`config.mk`:
```
export PLATFORM = sky130hd
export DESIGN_NAME = ascii_hex_frame_encoder
export DESIGN_NICKNAME = d
export VERILOG_FILES = /design/src/design/ahfe_pkg.sv /design/src/design/ahfe_front.sv /design/src/design/ahfe_queue.sv /design/src/design/ahfe_back.sv /design/src/design/ascii_hex_frame_encoder.sv
export SDC_FILE = /design/constraint.sdc
export NUM_CORES = 1
export LEC_CHECK = 0
export BUFFER_PORTS_ARGS = -buffer_cell sky130_fd_sc_hd__buf_2
export CAP_MARGIN = 0
export CORE_ASPECT_RATIO = 0.8
export CORE_UTILIZATION = 35
export DETAILED_ROUTE_END_ITERATION = 16
export SYNTH_ARGS = -nofsm -noshare
export SYNTH_HDL_FRONTEND = slang
export SYNTH_SLANG_ARGS = --single-unit
```
`constraint.sdc`:
```
create_clock -name i_clk -period 12.1 [get_ports i_clk]
set_clock_uncertainty 0.15 [all_clocks]
set_input_delay 1.815 -clock i_clk [delete_from_list [all_inputs] [get_ports i_clk]]
set_output_delay 1.815 -clock i_clk [all_outputs]
set_load 0.005 [all_outputs]
```
`src/design/ahfe_pkg.sv`:
```
// ----------------------------------------------------------------------------
// ahfe_pkg
// Types, constants and helpers shared by the ASCII hex frame encoder.
// ----------------------------------------------------------------------------
package ahfe_pkg;

    localparam int unsigned CHUNK_BYTES_DEF = 80;

    localparam logic [7:0] CMD_CODE   = 8'h01;
    localparam logic [7:0] CHAR_COLON = 8'h3A;
    localparam logic [7:0] CHAR_CR    = 8'h0D;
    localparam logic [7:0] CHAR_LF    = 8'h0A;

    localparam logic KIND_DATA  = 1'b0;
    localparam logic KIND_EMPTY = 1'b1;

    typedef struct packed {
        logic       kind;
        logic [7:0] dest_id;
        logic [7:0] data_byte;
        logic       last_byte;
    } t_in;

    typedef struct packed {
        logic [7:0] out_char;
        logic       frame_end;
        logic       run_last;
    } t_out;

    typedef struct packed {
        logic [7:0] id;
        logic [7:0] data;
        logic [7:0] ck1;
        logic       hdr_a;
        logic       has_byte;
        logic       close_a;
        logic       tail;
    } t_job;

    typedef enum logic [2:0] {
        PH_HDR_A,
        PH_BYTE,
        PH_CLOSE_A,
        PH_HDR_B,
        PH_CLOSE_B,
        PH_DONE
    } t_phase;

    function automatic logic [7:0] hex_digit(input logic [3:0] v);
        logic [7:0] r;
        if (v < 4'd10) begin
            r = 8'h30 + {4'h0, v};
        end else begin
            r = 8'h41 + {4'h0, v - 4'd10};
        end
        return r;
    endfunction

endpackage

```
`src/design/ahfe_front.sv`:
```
// ----------------------------------------------------------------------------
// ahfe_front
// Accepts message bytes, tracks frame state and issues one frame job per request, bar empty requests mid-message.
// ----------------------------------------------------------------------------
module ahfe_front #(
    parameter int unsigned CHUNK_BYTES = ahfe_pkg::CHUNK_BYTES_DEF
) (
    input  logic           i_clk,
    input  logic           i_rst_n,
    input  logic           i_in_valid,
    output logic           o_in_ready,
    input  ahfe_pkg::t_in  i_in_data,
    output logic           o_push_valid,
    input  logic           i_push_ready,
    output ahfe_pkg::t_job o_push_job
);
    import ahfe_pkg::*;

    localparam int unsigned CNT_W = $clog2(CHUNK_BYTES + 1);

    logic             r_frame_open, n_frame_open;
    logic [CNT_W-1:0] r_bytes, n_bytes;
    logic [7:0]       r_sum, n_sum;
    logic [7:0]       r_latched_id, n_latched_id;
    logic             r_in_message, n_in_message;

    logic             eff_open;
    logic [7:0]       lid;
    logic [7:0]       base_sum;
    logic [7:0]       s1;
    logic [CNT_W-1:0] new_cnt;
    logic             full;
    logic             drop;
    logic             accept;

    assign o_in_ready   = i_push_ready;
    assign accept       = i_in_valid && i_push_ready;
    assign drop         = (i_in_data.kind == KIND_EMPTY) && r_in_message;
    assign o_push_valid = i_in_valid && !drop;

    always_comb begin
        eff_open = r_in_message && r_frame_open;
        lid      = r_in_message ? r_latched_id : i_in_data.dest_id;
        base_sum = eff_open ? r_sum : lid + CMD_CODE;
        new_cnt  = (eff_open ? r_bytes : '0) + CNT_W'(1);
        full     = new_cnt >= CNT_W'(CHUNK_BYTES);
        s1       = base_sum + i_in_data.data_byte;

        o_push_job.id   = lid;
        o_push_job.data = i_in_data.data_byte;
        if (i_in_data.kind == KIND_EMPTY) begin
            o_push_job.ck1      = 8'h00 - base_sum;
            o_push_job.hdr_a    = 1'b1;
            o_push_job.has_byte = 1'b0;
            o_push_job.close_a  = 1'b1;
            o_push_job.tail     = 1'b0;
        end else begin
            o_push_job.ck1      = 8'h00 - s1;
            o_push_job.hdr_a    = !eff_open;
            o_push_job.has_byte = 1'b1;
            o_push_job.close_a  = full || i_in_data.last_byte;
            o_push_job.tail     = full && i_in_data.last_byte;
        end
    end

    always_comb begin
        n_frame_open = r_frame_open;
        n_bytes      = r_bytes;
        n_sum        = r_sum;
        n_latched_id = r_latched_id;
        n_in_message = r_in_message;
        if (accept && !drop) begin
            n_latched_id = lid;
            if (i_in_data.kind == KIND_EMPTY || i_in_data.last_byte) begin
                n_in_message = 1'b0;
                n_frame_open = 1'b0;
                n_bytes      = '0;
                n_sum        = '0;
            end else begin
                n_in_message = 1'b1;
                if (full) begin
                    n_frame_open = 1'b0;
                    n_bytes      = '0;
                    n_sum        = '0;
                end else begin
                    n_frame_open = 1'b1;
                    n_bytes      = new_cnt;
                    n_sum        = s1;
                end
            end
        end
    end

    always_ff @(posedge i_clk) begin
        if (!i_rst_n) begin
            r_frame_open <= 1'b0;
            r_bytes      <= '0;
            r_sum        <= '0;
            r_latched_id <= '0;
            r_in_message <= 1'b0;
        end else begin
            r_frame_open <= n_frame_open;
            r_bytes      <= n_bytes;
            r_sum        <= n_sum;
            r_latched_id <= n_latched_id;
            r_in_message <= n_in_message;
        end
    end

endmodule

```
`src/design/ahfe_queue.sv`:
```
// ----------------------------------------------------------------------------
// ahfe_queue
// Two-entry job queue between the front and the character sequencer.
// ----------------------------------------------------------------------------
module ahfe_queue (
    input  logic           i_clk,
    input  logic           i_rst_n,
    input  logic           i_push_valid,
    output logic           o_push_ready,
    input  ahfe_pkg::t_job i_push_job,
    output logic           o_pop_valid,
    input  logic           i_pop_ready,
    output ahfe_pkg::t_job o_pop_job
);
    import ahfe_pkg::*;

    t_job       r_mem [2];
    logic       r_wr, n_wr;
    logic       r_rd, n_rd;
    logic [1:0] r_count, n_count;
    logic       push;
    logic       pop;

    assign o_push_ready = r_count != 2'd2;
    assign o_pop_valid  = r_count != 2'd0;
    assign o_pop_job    = r_mem[r_rd];
    assign push         = i_push_valid && o_push_ready;
    assign pop          = i_pop_ready && o_pop_valid;

    always_comb begin
        n_wr    = push ? !r_wr : r_wr;
        n_rd    = pop ? !r_rd : r_rd;
        n_count = r_count + {1'b0, push} - {1'b0, pop};
    end

    always_ff @(posedge i_clk) begin
        if (push) begin
            r_mem[r_wr] <= i_push_job;
        end
    end

    always_ff @(posedge i_clk) begin
        if (!i_rst_n) begin
            r_wr    <= 1'b0;
            r_rd    <= 1'b0;
            r_count <= 2'd0;
        end else begin
            r_wr    <= n_wr;
            r_rd    <= n_rd;
            r_count <= n_count;
        end
    end

endmodule

```
`src/design/ahfe_back.sv`:
```
// ----------------------------------------------------------------------------
// ahfe_back
// Walks a frame job through its segments and emits one ASCII character per cycle while not stalled.
// ----------------------------------------------------------------------------
module ahfe_back (
    input  logic           i_clk,
    input  logic           i_rst_n,
    input  logic           i_pop_valid,
    output logic           o_pop_ready,
    input  ahfe_pkg::t_job i_pop_job,
    output logic           o_out_valid,
    input  logic           i_out_ready,
    output ahfe_pkg::t_out o_out_data
);
    import ahfe_pkg::*;

    t_phase     r_phase, n_phase;
    logic [2:0] r_pos, n_pos;
    t_job       r_job, n_job;
    logic       r_out_valid, n_out_valid;
    t_out       r_out, n_out;

    t_phase     after;
    t_phase     start;
    logic [2:0] seg_last;
    logic       seg_end;
    logic       emit;
    logic       job_done;
    logic       load;
    logic [7:0] ck2;
    logic [7:0] ch;
    logic       fe;

    // character generation and segment sequencing
    always_comb begin
        ck2 = 8'h00 - (r_job.id + CMD_CODE);
        ch  = CHAR_COLON;
        fe  = 1'b0;
        unique case (r_phase)
            PH_HDR_A, PH_HDR_B: begin
                seg_last = 3'd4;
                case (r_pos)
                    3'd0:    ch = CHAR_COLON;
                    3'd1:    ch = hex_digit(r_job.id[7:4]);
                    3'd2:    ch = hex_digit(r_job.id[3:0]);
                    3'd3:    ch = hex_digit(CMD_CODE[7:4]);
                    default: ch = hex_digit(CMD_CODE[3:0]);
                endcase
            end
            PH_BYTE: begin
                seg_last = 3'd1;
                ch = (r_pos == 3'd0) ? hex_digit(r_job.data[7:4]) : hex_digit(r_job.data[3:0]);
            end
            PH_CLOSE_A, PH_CLOSE_B: begin
                seg_last = 3'd3;
                case (r_pos)
                    3'd0: ch = hex_digit(r_phase == PH_CLOSE_A ? r_job.ck1[7:4] : ck2[7:4]);
                    3'd1: ch = hex_digit(r_phase == PH_CLOSE_A ? r_job.ck1[3:0] : ck2[3:0]);
                    3'd2: ch = CHAR_CR;
                    default: begin
                        ch = CHAR_LF;
                        fe = 1'b1;
                    end
                endcase
            end
            default: seg_last = 3'd0;
        endcase

        unique case (r_phase)
            PH_HDR_A:   after = r_job.has_byte ? PH_BYTE : PH_CLOSE_A;
            PH_BYTE:    after = r_job.close_a ? PH_CLOSE_A : PH_DONE;
            PH_CLOSE_A: after = r_job.tail ? PH_HDR_B : PH_DONE;
            PH_HDR_B:   after = PH_CLOSE_B;
            default:    after = PH_DONE;
        endcase

        start       = i_pop_job.hdr_a ? PH_HDR_A : PH_BYTE;
        seg_end     = r_pos == seg_last;
        emit        = (r_phase != PH_DONE) && (!r_out_valid || i_out_ready);
        job_done    = emit && seg_end && (after == PH_DONE);
        load        = i_pop_valid && ((r_phase == PH_DONE) || job_done);
        o_pop_ready = load;
    end

    // next state
    always_comb begin
        n_phase = r_phase;
        n_pos   = r_pos;
        n_job   = r_job;
        if (load) begin
            n_phase = start;
            n_pos   = 3'd0;
            n_job   = i_pop_job;
        end else if (emit) begin
            if (seg_end) begin
                n_phase = after;
                n_pos   = 3'd0;
            end else begin
                n_pos = r_pos + 3'd1;
            end
        end
    end

    // output register
    always_comb begin
        n_out_valid = r_out_valid;
        n_out       = r_out;
        if (emit) begin
            n_out_valid     = 1'b1;
            n_out.out_char  = ch;
            n_out.frame_end = fe;
            n_out.run_last  = job_done;
        end else if (i_out_ready) begin
            n_out_valid = 1'b0;
        end
    end

    assign o_out_valid = r_out_valid;
    assign o_out_data  = r_out;

    always_ff @(posedge i_clk) begin
        r_job <= n_job;
        r_out <= n_out;
    end

    always_ff @(posedge i_clk) begin
        if (!i_rst_n) begin
            r_phase     <= PH_DONE;
            r_pos       <= 3'd0;
            r_out_valid <= 1'b0;
        end else begin
            r_phase     <= n_phase;
            r_pos       <= n_pos;
            r_out_valid <= n_out_valid;
        end
    end

endmodule

```
`src/design/ascii_hex_frame_encoder.sv`:
```
// ----------------------------------------------------------------------------
// ascii_hex_frame_encoder
// Turns message bytes into ':'-framed upper-case hex frames with checksum.
// ----------------------------------------------------------------------------
// The output port moves one ASCII character per cycle when it is not stalled,
// and that port sets the rate: a data byte costs 2 to 20 characters (2 in an
// open frame, 7 when it opens a frame, up to 20 when it also closes a full frame
// and appends the empty end frame), an empty message 9 characters, and an empty
// request inside a message is taken with no output. The front takes a new request
// every cycle while its two-entry job queue has room, so input and output stall
// independently; a request passes the queue entry, job and output registers.
module ascii_hex_frame_encoder #(
    parameter int unsigned CHUNK_BYTES = ahfe_pkg::CHUNK_BYTES_DEF
) (
    input  logic           i_clk,
    input  logic           i_rst_n,
    input  logic           i_in_valid,
    output logic           o_in_ready,
    input  ahfe_pkg::t_in  i_in_data,
    output logic           o_out_valid,
    input  logic           i_out_ready,
    output ahfe_pkg::t_out o_out_data
);
    import ahfe_pkg::*;

    logic push_valid;
    logic push_ready;
    t_job push_job;
    logic pop_valid;
    logic pop_ready;
    t_job pop_job;

    ahfe_front #(
        .CHUNK_BYTES(CHUNK_BYTES)
    ) u_front (
        .i_clk       (i_clk),
        .i_rst_n     (i_rst_n),
        .i_in_valid  (i_in_valid),
        .o_in_ready  (o_in_ready),
        .i_in_data   (i_in_data),
        .o_push_valid(push_valid),
        .i_push_ready(push_ready),
        .o_push_job  (push_job)
    );

    ahfe_queue u_queue (
        .i_clk       (i_clk),
        .i_rst_n     (i_rst_n),
        .i_push_valid(push_valid),
        .o_push_ready(push_ready),
        .i_push_job  (push_job),
        .o_pop_valid (pop_valid),
        .i_pop_ready (pop_ready),
        .o_pop_job   (pop_job)
    );

    ahfe_back u_back (
        .i_clk      (i_clk),
        .i_rst_n    (i_rst_n),
        .i_pop_valid(pop_valid),
        .o_pop_ready(pop_ready),
        .i_pop_job  (pop_job),
        .o_out_valid(o_out_valid),
        .i_out_ready(i_out_ready),
        .o_out_data (o_out_data)
    );

endmodule

```
-- After elaboration in Yosys (flattened, before gate mapping)
Memories as Yosys holds them, arrays and structs flattened. A register that Yosys moved wholly into a read port is not among the register bits.
Cells that the tools add are included.
- bits in registers: 73
- bits in latches: 0
- memory bits (writable): 56
- bits in read-only memories: 0
- input bits: 22
- output and inout port bits: 12
- logic and storage cells: 141
- memories kept: 1
- memories (memory ; depth ; width ; rd ports ; clocked after memory_dff ; wr ports ; line ; source):
    u_queue.r_mem ; 2 ; 28 ; 1 ; 1 ; 1 ; ahfe_queue.sv:17 ; t_job r_mem [2];
- $add $sub $neg: 28
- multipliers: 0
- div/mod/pow operators: 0
- magnitude comparators: 7
- eq/ne operators: 12
- shifts and indexed selects: 0
- mux-type cells: 40
- bitwise gates (word level): 1
- reductions and logical operators: 32
- operator list (kind ; count):
    $mux W8 ; 11
    $add A7 B4 Y8 const A ; 6
    $pmux W8 S3 ; 2
    $add A6 B4 Y7 const A ; 6
    $pmux W8 S4 ; 1
    $lt A4 B4 Y1 const B ; 6
    $sub A1 B8 Y8 const A ; 3
    $sub A4 B4 Y4 const B ; 6
    $mux W7 ; 3
    $mux W3 ; 6
    $add A8 B1 Y8 const B ; 2
    $eq A3 B2 Y1 const B ; 4
    $logic_and A1 B1 Y1 ; 12
    $mux W12 ; 1
    $pmux W3 S4 ; 1
    $mux W1 ; 11
    $eq A3 B3 Y1 const B ; 3
    $pmux W3 S3 ; 1
    $add A8 B8 Y8 ; 1
    $mux W4 ; 2
    $reduce_bool A2 Y1 ; 4
    $add A7 B1 Y7 const B ; 1
    $ge A7 B7 Y1 const B ; 1
    $eq A3 B1 Y1 const B ; 2
    other kinds (14) ; 24

-- Logic depth before layout (Yosys ltp)
Gate-level depths: netlist of the first run.
- depth after elaboration: 11
- mapped depth: 16
- gate-level depth less buffers: 13

-- By module
A second synthesis of the first run with hierarchy kept.
- cell total of the unflattened synthesis: 671
- area total of the unflattened synthesis: 7389.6 µm²
- modules (own cells, without submodules) (module ; instances ; cells each ; area each (µm²) ; seq. area each (µm²)):
    ahfe_back ; 1 ; 297 ; 2907.8 ; 1221.2
    ahfe_queue ; 1 ; 117 ; 2294.7 ; 1781.7
    ahfe_front ; 1 ; 257 ; 2187.1 ; 500.5

-- Worst setup path after synthesis of the first run
OpenSTA, ideal clock, no wires.
- path kind: input -> register
- from: input port i_in_data[9] (netlist name)
- to: memory u_queue.r_mem[0][11] (netlist name) (data pin)
- setup time: 271 ps
- data arrival time: 4583 ps
- data required time: 11679 ps
- setup slack: 7096 ps
- stages on the path: 13
- path buffers: 0
- path through: mux2_2 > ha_1 > xor2_1 > o211ai_1 > and2_1 > inv_1 > ha_1 > a211oi_1 > nor2_1 > o21ai_0 > a221oi_2 > nor4_2 > xnor3_1
- RTL lines (what ; line ; source):
    from (decl) ; ascii_hex_frame_encoder.sv:19 ; input ahfe_pkg::t_in i_in_data,
    to (decl) ; ahfe_queue.sv:17 ;

==> results.toml, run 1 <==
[route]
drc = 0
vias_per_cell = 5.38
routed_wl_um = 16900
num_vias = 5373
wl_per_cell_um = 16.9
ant_nets = 0
drtPass1Iterations = 5
first_iter_violations = 370

[global_routing]
grt.overflow.total = 0
antenna_found_initial = 0
grt_use_total_pct = 16.5
grt_pass1_wl_um = 27400
grt_max_degree = 36
grt_pass1_vias = 5154

[pwr]
pwr-share-comb_pct = 36.9
ir_drop_mv = 0.0873
pwr-share-seq_pct = 38.0
clkPwrFrac_pct = 25.1
p_per_area_nw_per_um2 = 229
power.leakage_nw = 3.11
swShare_pct = 37.5
p_switching_mw = 0.715
internal_power_mw = 1.19

[critical_path]
endpoint_kind = "flip-flop"
r2r-start = "u_front.r_in_message"
cp-start-kind = "input port"
rrSetupSlack_ps = 7870
path_max_fanout = 5
reg2reg_depth = 14
worstPathArrival_ps = 4990
required_ps = 12110
path_class = "input port to flip-flop"
r2r-end = "u_queue.r_mem[0][11]"

[yosys]
yosysTopAreaCell = "edfxtp_1"
synth_area_um2 = 7430
syn_area_per_cell_um2 = 10.7
synth.top_cells.by_area = "edfxtp_1, dfxtp_1, ha_1"
syn_inst = 695
synth-main-ff-cell = "edfxtp_1"
synth_top_area_share_pct = 37.2
yosys_register_bits = 129
seq_area_frac_synth_pct = 47.1
yosys_warnings = 0
ys_types = 82
syn-num-nets = 753
synthArstFlopShare_pct = 0
synth_edf_count = 92

[timing]
rsz0062_at_grt = "false"
worst_slew_pin_slew_ps = 1130
setup_slack_ps = 7120
relSlewSlack_pct = 24.2
max_freq_mhz = 201
fin_crit_ps = 4980
timing.final.max_slew_violations = 0
fin_crit_sh_pct = 41.2
hold_viol_final = 0
setup_viol = 0
setup_tns_ps = 0

[die]
core_um2 = 20800
ios = 34
start_util_pct = 35.8
die_h_um = 132
die_w_um = 165
row_count = 47
die-area_um2 = 21800

[placed_design]
post_dp_cell_area_um2 = 7790
io_buffers = 32
dp_slack_ps = 6710
hpwl_um = 11700
finalWeightedCongestion = 0.906

[outcome]
status = "complete, no violations"

[clock_tree]
post_cts_buffers = 0
cts.path.max_buffers = 2
cts_root_buf = "clkbuf_16"
cts_tree = "done"
path_clk_slew_ps = 60
ctsHoldBuffers = 0
insertion_delay_ps = 430
numCtsBuffers = 17
htreeDepth = 4
clkSinkCount = 129
postCtsResizedCells = 0

[layout]
area_growth_pct = 12.1
layout.nets = 775
layout_commonest_cell = "edfxtp_1"
layout_common_cells = "edfxtp_1, nand2_1, o21ai_0"
layout-drive-gt1-share_pct = 16.8
design_area_um2 = 8330
antennaDiodeCount = 0

[worst_hold_path]
min_from = "u_front.r_latched_id[7]"
hp-class = "flip-flop to flip-flop"
min_path_cells = 2
holdPathEnd = "u_front.r_latched_id[7]"

[flow_run]
drv_cap = 0
[registers in the layout (all words and copies together), names as in the netlist, 2 cells and up, named ones only]
register	cells
u_back.o_out_data	9
u_back.r_job	27
u_back.r_phase	3
u_back.r_pos	3
u_front.r_bytes	7
u_front.r_latched_id	8
u_front.r_sum	8
u_queue.r_count	2
u_queue.r_mem	56
[synth_stat cells, drive strengths merged, types with 4 or more instances]
library cell and instances:
o21ai 39, ha 35, nor2b 24, a21oi 30, nor2 38, o31ai 4
a31oi 9, o211ai 7, a2111oi 4, o221ai 4, dfxtp 37, o22ai 4
nand2b 10, mux2 33, a21o 10, a22oi 17, nor3b 7, nand2 51
a221oi 7, a21boi 4, xor2 14, buf 13, and2 10, xnor2 20
clkbuf 21, nor3 11, nand3 16, a211oi 10, nand3b 5, and3 6
mux2i 13, inv 35, nor4 4, o21a 7, edfxtp 92
[layout make-up]
| class | instances | area (um2) |
|---|---|---|
| tap | 269 | 337 |
| multi-input combinational | 496 | 3610 |
| inverter | 36 | 135 |
| clock inverter | 14 | 116 |
| sequential | 129 | 3500 |
| clock buffer | 18 | 429 |
| fill | 1988 | 12400 |
| timing repair buffer | 37 | 198 |
[metrics by stage]
stage	power [mW]	util, %	std cells	hold slack, ps
after floorplan	1.23	-	695	315
after global placement	1.42	37.5	967	329
after detailed placement	1.43	37.5	967	340
after CTS	1.91	40.1	999	349
after global routing	2.04	40.1	999	381
final	1.91	40.1	999	345
[per-layer routing]
| metal | global-route usage, % | share of wire, % | vias to the layer above |
|---|---|---|---|
| met5 | 0 | 0 | - |
| li1 | - | - | 2625 |
| met3 | 4.09 | 5.5 | 26 |
| met2 | 24.4 | 44 | 176 |
| met1 | 23.0 | 49 | 2546 |
| met4 | 6.42 | 1.6 | 0 |
[worst max-delay path by stage]
| stage | from | endpoint | slack, ps |
|---|---|---|---|
| after floorplan | i_in_data[9] | u_queue.r_mem[0][11] | 7100 |
| after global placement | i_in_data[9] | u_queue.r_mem[0][11] | 6750 |
| after detailed placement | i_in_data[9] | u_queue.r_mem[0][11] | 6710 |
| after CTS | i_in_data[9] | u_queue.r_mem[0][11] | 7130 |
| after global routing | i_in_data[9] | u_queue.r_mem[0][11] | 6900 |
| final | i_in_data[9] | u_queue.r_mem[0][11] | 7120 |
[power groups by stage]
| stage | clock network [mW] | logic (mW) | registers, mW |
|---|---|---|---|
| after floorplan | 0 | 0.536 | 0.691 |
| after global placement | 0 | 0.688 | 0.731 |
| after detailed placement | 0 | 0.693 | 0.734 |
| after CTS | 0.488 | 0.700 | 0.725 |
| after global routing | 0.506 | 0.790 | 0.740 |
| final | 0.479 | 0.704 | 0.725 |
[logic make-up (layout without fill, tap and decap cells)]
family / count (synthesis) / after routing / share of synthesized area (%)
mux: 46 / 46 / 7.07
flops: 129 / 129 / 47.1
buf+inv: 70 / 105 / 4.28
compound gates: 174 / 174 / 16.3
simple gates: 204 / 204 / 14.7
xor+xnor: 35 / 35 / 4.31
fa+ha+maj: 36 / 36 / 6.16
other cells: 1 / 1 / 0.0505
[critical path: stages]
cell	delay [ps]
buf_2	110
mux2_2	300
ha_1	260
xor2_1	160
o211ai_1	220
and2_1	160
inv_1	40
ha_1	330
a211oi_1	250
nor2_1	100
o21ai_0	320
a221oi_2	160
nor4_2	380
xnor3_1	380
No activity file was read; power rests on OpenSTA's default activity.
==> inputs of run 2 (changes only) <==
--- a/config.mk
+++ b/config.mk
@@ -5,6 +5,7 @@
 export SDC_FILE = /design/constraint.sdc
 export NUM_CORES = 1
 export LEC_CHECK = 0
+export ABC_AREA = 1
 export BUFFER_PORTS_ARGS = -buffer_cell sky130_fd_sc_hd__buf_2
 export CAP_MARGIN = 0
 export CORE_ASPECT_RATIO = 0.8
==> constraint.sdc (replaced) <==
create_clock -name i_clk -period 4.42 [get_ports i_clk]
set_clock_uncertainty 0.15 [all_clocks]
set_input_delay 0.663 -clock i_clk [delete_from_list [all_inputs] [get_ports i_clk]]
set_output_delay 0.663 -clock i_clk [all_outputs]
set_load 0.005 [all_outputs]
==> results.toml, run 2 <==
[outcome]
status = "complete, no violations"

[die]
row_count = 45
die_h_um = 129
ios = 34
die_w_um = 160
core_um2 = 19300
die-area_um2 = 20700
start_util_pct = 36.4

[yosys]
syn-num-nets = 808
syn_inst = 750
synth-main-ff-cell = "edfxtp_1"
synth.top_cells.by_area = "edfxtp_1, dfxtp_1, nand2_1"
syn_area_per_cell_um2 = 9.38
synth_edf_count = 92
seq_area_frac_synth_pct = 49.8
synth_top_area_share_pct = 39.3
yosys_register_bits = 129
yosys.cell_count.top_type = "nand2_1"
yosys_warnings = 0
ys_types = 58
synth_area_um2 = 7030
synth_common_cells = "nand2_1, edfxtp_1, inv_1"
synthArstFlopShare_pct = 0
yosysTopAreaCell = "edfxtp_1"

[critical_path]
required_ps = 4430
slowest_delay_ps = 590
path_class = "flip-flop to flip-flop"
worstPathArrival_ps = 3540
crit_family = "simple AND/OR/NAND/NOR gates"
cp_common_cell = "nand2_1"
cp-start-kind = "flip-flop"
path_max_fanout = 12
cp.buffers_inverters = 2
slowest_stage = "dfxtp_1"
endpoint_kind = "flip-flop"
worstPathCellList = "inv_2 > nand2_1 > nand2_1 > ha_1 > nand2_1 > nand2_1 > fa_1 > or2_2 > nand2_1 > nand3_1 > a21oi_2 > nand3_1 > nor2_2 > nand2_1 > nor2_1 > inv_1 > nand2_1 > nand2_1"

[pwr]
p_per_area_nw_per_um2 = 629
ir_drop_mv = 0.275
power_mw = 5.09
power.leakage_nw = 3.35

[clock_tree]
path_clk_slew_ps = 60
post_cts_buffers = 0
htreeDepth = 4
ctsHoldBuffers = 0
clkSinkCount = 129
numCtsBuffers = 17
cts_tree = "done"
cts_root_buf = "clkbuf_16"
cts.path.max_buffers = 2
postCtsResizedCells = 0
insertion_delay_ps = 420

[global_routing]
antenna_found_initial = 0
grt_max_degree = 29
grt_pass1_vias = 4873
grt_pass1_wl_um = 25000
grt_use_total_pct = 15.6
grt.overflow.total = 0

[timing]
setup_viol = 0
max_freq_mhz = 284
timing.final.max_slew_violations = 0
fin_crit_ps = 3520
setup_tns_ps = 0
rsz0062_at_grt = "false"
fin_crit_sh_pct = 79.7
worst_slew_pin_slew_ps = 860
relSlewSlack_pct = 42.6
hold_viol_final = 0

[placed_design]
io_buffers = 32
hpwl_um = 10800
finalWeightedCongestion = 0.907

[layout]
layout_commonest_cell = "nand2_1"
layout.nets = 849
largest-register = "u_queue.r_mem"
area_growth_pct = 15.0
layout-drive-gt1-share_pct = 19.0
largest_reg_flops = 56
layout_common_cells = "nand2_1, edfxtp_1, inv_1"

[route]
wl_met2_um = 6610
ant_nets = 0
drtPass1Iterations = 5
wl_per_cell_um = 14.1
maxUsedRoutingLayer = "met4"
routed_wl_um = 15000
vias_per_cell = 4.79
wl_met1_um = 7530
num_vias = 5092
wl_met3_um = 635
drc = 0
first_iter_violations = 389

[flow_run]
drv_cap = 0

[worst_hold_path]
hp-class = "flip-flop to flip-flop"
run 2: per-layer routing:
metal / global-route usage (%) / vias up
met2: 24.3 / 116
met4: 5.10 / 0
met5: 0 / -
met1: 21.2 / 2343
li1: - / 2620
met3: 3.84 / 13
run 2: kinds of logic (layout without fill, tap and decap cells):
group	Yosys count	in the layout	synth area share, %
and+or+nand+nor	325	325	20.4
DFF	129	129	49.8
AOI/OAI and AO/OA	109	109	10.1
buffers and inverters	99	153	5.71
adders and majority gates	36	36	6.51
muxes	28	28	4.47
xor gates and xnor gates	23	23	2.97
other	1	2	0.0533
run 2: tightest hold or removal path, delay by kind of cell, from the launching register on:
kind | cells | cell delay [ps]
DFF | 1 | 290
buffers and inverters | 1 | 60
AOI/OAI and AO/OA | 1 | 60
run 2: power breakdown:
group	leakage, nW	switching, mW	internal, mW
Clock	0.298	0.540	0.892
Sequential	1.16	0.152	1.71
Combinational	1.89	1.13	0.665
run 2: path summary, 6_finish.rpt:
check / startpoint / to / slack, ps / depth (start not counted)
max: u_front.r_in_message / u_queue.r_mem[1][11] / 900 / 18
min: u_front.r_latched_id[7] / u_front.r_latched_id[7] / 300 / 2
max reg2reg: u_front.r_in_message / u_queue.r_mem[1][11] / 900 / 18
min reg2reg: u_front.r_latched_id[7] / u_front.r_latched_id[7] / 300 / 2
run 2: metrics by stage:
step | worst slack [ps] | utilization, % | area, um2 | instances | hold slack (ps)
2_1_floorplan | 1200 | - | 7030 | 750 | 279
3_3_place_gp | 934 | 38.7 | 7480 | 1030 | 292
3_5_place_dp | 875 | 38.7 | 7480 | 1030 | 297
4_1_cts | 864 | 41.9 | 8090 | 1062 | 303
5_1_grt | 499 | 41.9 | 8090 | 1062 | 309
6_report | 896 | 41.9 | 8090 | 1063 | 304
run 2: layout make-up:
cell class	count	area, um2
multi-input combinational	522	3130
tap	258	323
antenna	1	2.50
fill	1869	11200
inverter	84	320
sequential	129	3500
timing repair buffer	37	198
clock inverter	15	183
clock buffer	17	425
==> inputs of run 3 (changes only) <==
--- a/config.mk
+++ b/config.mk
@@ -5,7 +5,7 @@
 export SDC_FILE = /design/constraint.sdc
 export NUM_CORES = 1
 export LEC_CHECK = 0
-export ABC_AREA = 1
+export ABC_AREA = 0
 export BUFFER_PORTS_ARGS = -buffer_cell sky130_fd_sc_hd__buf_2
 export CAP_MARGIN = 0
 export CORE_ASPECT_RATIO = 0.8
==> constraint.sdc (replaced) <==
create_clock -name i_clk -period 3.43 [get_ports i_clk]
set_clock_uncertainty 0.15 [all_clocks]
set_input_delay 0.5145 -clock i_clk [delete_from_list [all_inputs] [get_ports i_clk]]
set_output_delay 0.5145 -clock i_clk [all_outputs]
set_load 0.005 [all_outputs]
==> results.toml, run 3 (synthesis gave the netlist of run 1 again) <==
[die]
die-area_um2 = 21800
core_um2 = 20800
ios = 34
die_h_um = 132
row_count = 47
start_util_pct = 35.8
die_w_um = 165

[clock_tree]
post_cts_buffers = 0
numCtsBuffers = 17
path_clk_slew_ps = 60
cts.path.max_buffers = 2
cts_root_buf = "clkbuf_16"
htreeDepth = 4
cts_tree = "done"
ctsHoldBuffers = 0
clkSinkCount = 129
insertion_delay_ps = 420

[timing]
hold_viol_final = 0
rsz0062_at_grt = "true"
fin_crit_sh_pct = 96.9
hold_ws_ps = 165
max_freq_mhz = 301
worst_slew_pin_slew_ps = 721
fin_crit_ps = 3320
setup_slack_ps = 107
timing.final.max_slew_violations = 0
relSlewSlack_pct = 51.9
setup_viol = 0

[critical_path]
critPathLaunch = "u_front.r_in_message"
path_class = "flip-flop to flip-flop"
slowest_delay_ps = 390
required_ps = 3440
path_max_fanout = 5
slowest_stage = "dfxtp_4"
worstPathArrival_ps = 3330
r2r-start = "u_front.r_in_message"
cp-start-kind = "flip-flop"
worstPathCellList = "mux2_4 > ha_4 > xor2_1 > o211ai_1 > and2_1 > inv_2 > ha_4 > a211oi_2 > nor2_2 > o2111a_1 > a221oi_4 > nor4_2 > xnor3_1"
endpoint_kind = "flip-flop"
cp_common_cell = "ha_4"

[layout]
final_util_pct = 42.6
largest_reg_flops = 56
layout-drive-gt1-share_pct = 23.8
antennaDiodeCount = 0
nFillCells = 1973
area_growth_pct = 18.9
largest-register = "u_queue.r_mem"
layout.nets = 822
layout_common_cells = "edfxtp_1, buf_4, nand2_1"
layout_commonest_cell = "edfxtp_1"

[pwr]
ir_drop_mv = 0.370
power.leakage_nw = 3.37
p_per_area_nw_per_um2 = 789
power_mw = 6.97

[flow_run]
drv_cap = 0

[route]
drtPass1Iterations = 5
num_vias = 5527
ant_nets = 0
drc = 0
routed_wl_um = 17000
first_iter_violations = 412
wl_per_cell_um = 16.3
vias_per_cell = 5.28

[placed_design]
hpwl_um = 12400
finalWeightedCongestion = 0.948
dp_slack_ps = -87.3
io_buffers = 32

[global_routing]
antenna_found_initial = 0
grt_pass1_wl_um = 27400
grt_max_degree = 36
grt.overflow.total = 0
grt_use_total_pct = 16.4
grt_pass1_vias = 5136

[worst_hold_path]
min_from = "i_in_data[6]"
hp-class = "input port to flip-flop"

[outcome]
status = "complete, no violations"
## run 3: cell count changes in the layout (fill, tap and decap cells not counted), moves of 10 or more
cell / change
nand2_1: -144
buf_4: +46
inv_1: -41
nor2b_1: +24
nand3_1: -17
a22oi_1: +16
nor2_1: -14
o21ai_0: +13
nand2_2: -10
nand2b_1: +10
## run 3: per-stage QoR
stage | TNS, ps | cells | cell area [um2]
floorplan | -135 | 695 | 7480
detailed placement | -227 | 1014 | 8200
CTS | 0 | 1046 | 8780
finish | 0 | 1046 | 8840
global placement | -97.2 | 1014 | 8200
global route | -80.9 | 1046 | 8840
## run 3: layout make-up
cell class                      instances  area [um2]  area share (%)
Sequential cell                       129        3510            39.7
Tap cell                              269         337            3.81
Multi-Input combinational cell        496        3710            42.0
Timing Repair Buffer                   84         563            6.37
Clock buffer                           18         429            4.86
Inverter                               36         135            1.53
Clock inverter                         14         156            1.77
## run 3: per-layer routing
metal  vias up  share of wire (%)  GRT usage [%]
li1       2717                  -              -
met1      2634                 50           23.9
met2       157                 44           24.0
met3        19                4.8           3.65
met4         0               0.99           5.10
met5         -                  0              0
## run 3: path summary, 6_finish.rpt
path / cells after the start / slack (ps) / to
setup / recovery: 13 / 110 / u_queue.r_mem[1][11]
hold / removal: 1 / 160 / u_queue.r_mem[1][17]
setup reg to reg: 13 / 110 / u_queue.r_mem[1][11]
hold reg to reg: 2 / 350 / u_front.r_latched_id[7]
## run 3: critical path: cells and delay by family (launching register included)
family | cells | cell delay [ps]
compound gates | 4 | 600
xor+xnor | 2 | 400
fa+ha+maj | 2 | 460
buf+inv | 1 | 50
flops | 1 | 390
mux | 1 | 330
simple gates | 3 | 680
## run 3: repair_timing
action / in CTS / in global routing
gates resized for setup: 1 / 12
pin swaps: 0 / 1
endpoints found under the setup margin: 2 / 6
## run 3: report_power, final
part	switching [mW]	internal, mW	total, mW
logic	1.53	1.13	2.66
clock network	0.704	1.08	1.78
registers	0.309	2.22	2.53
total	2.54	4.43	6.97
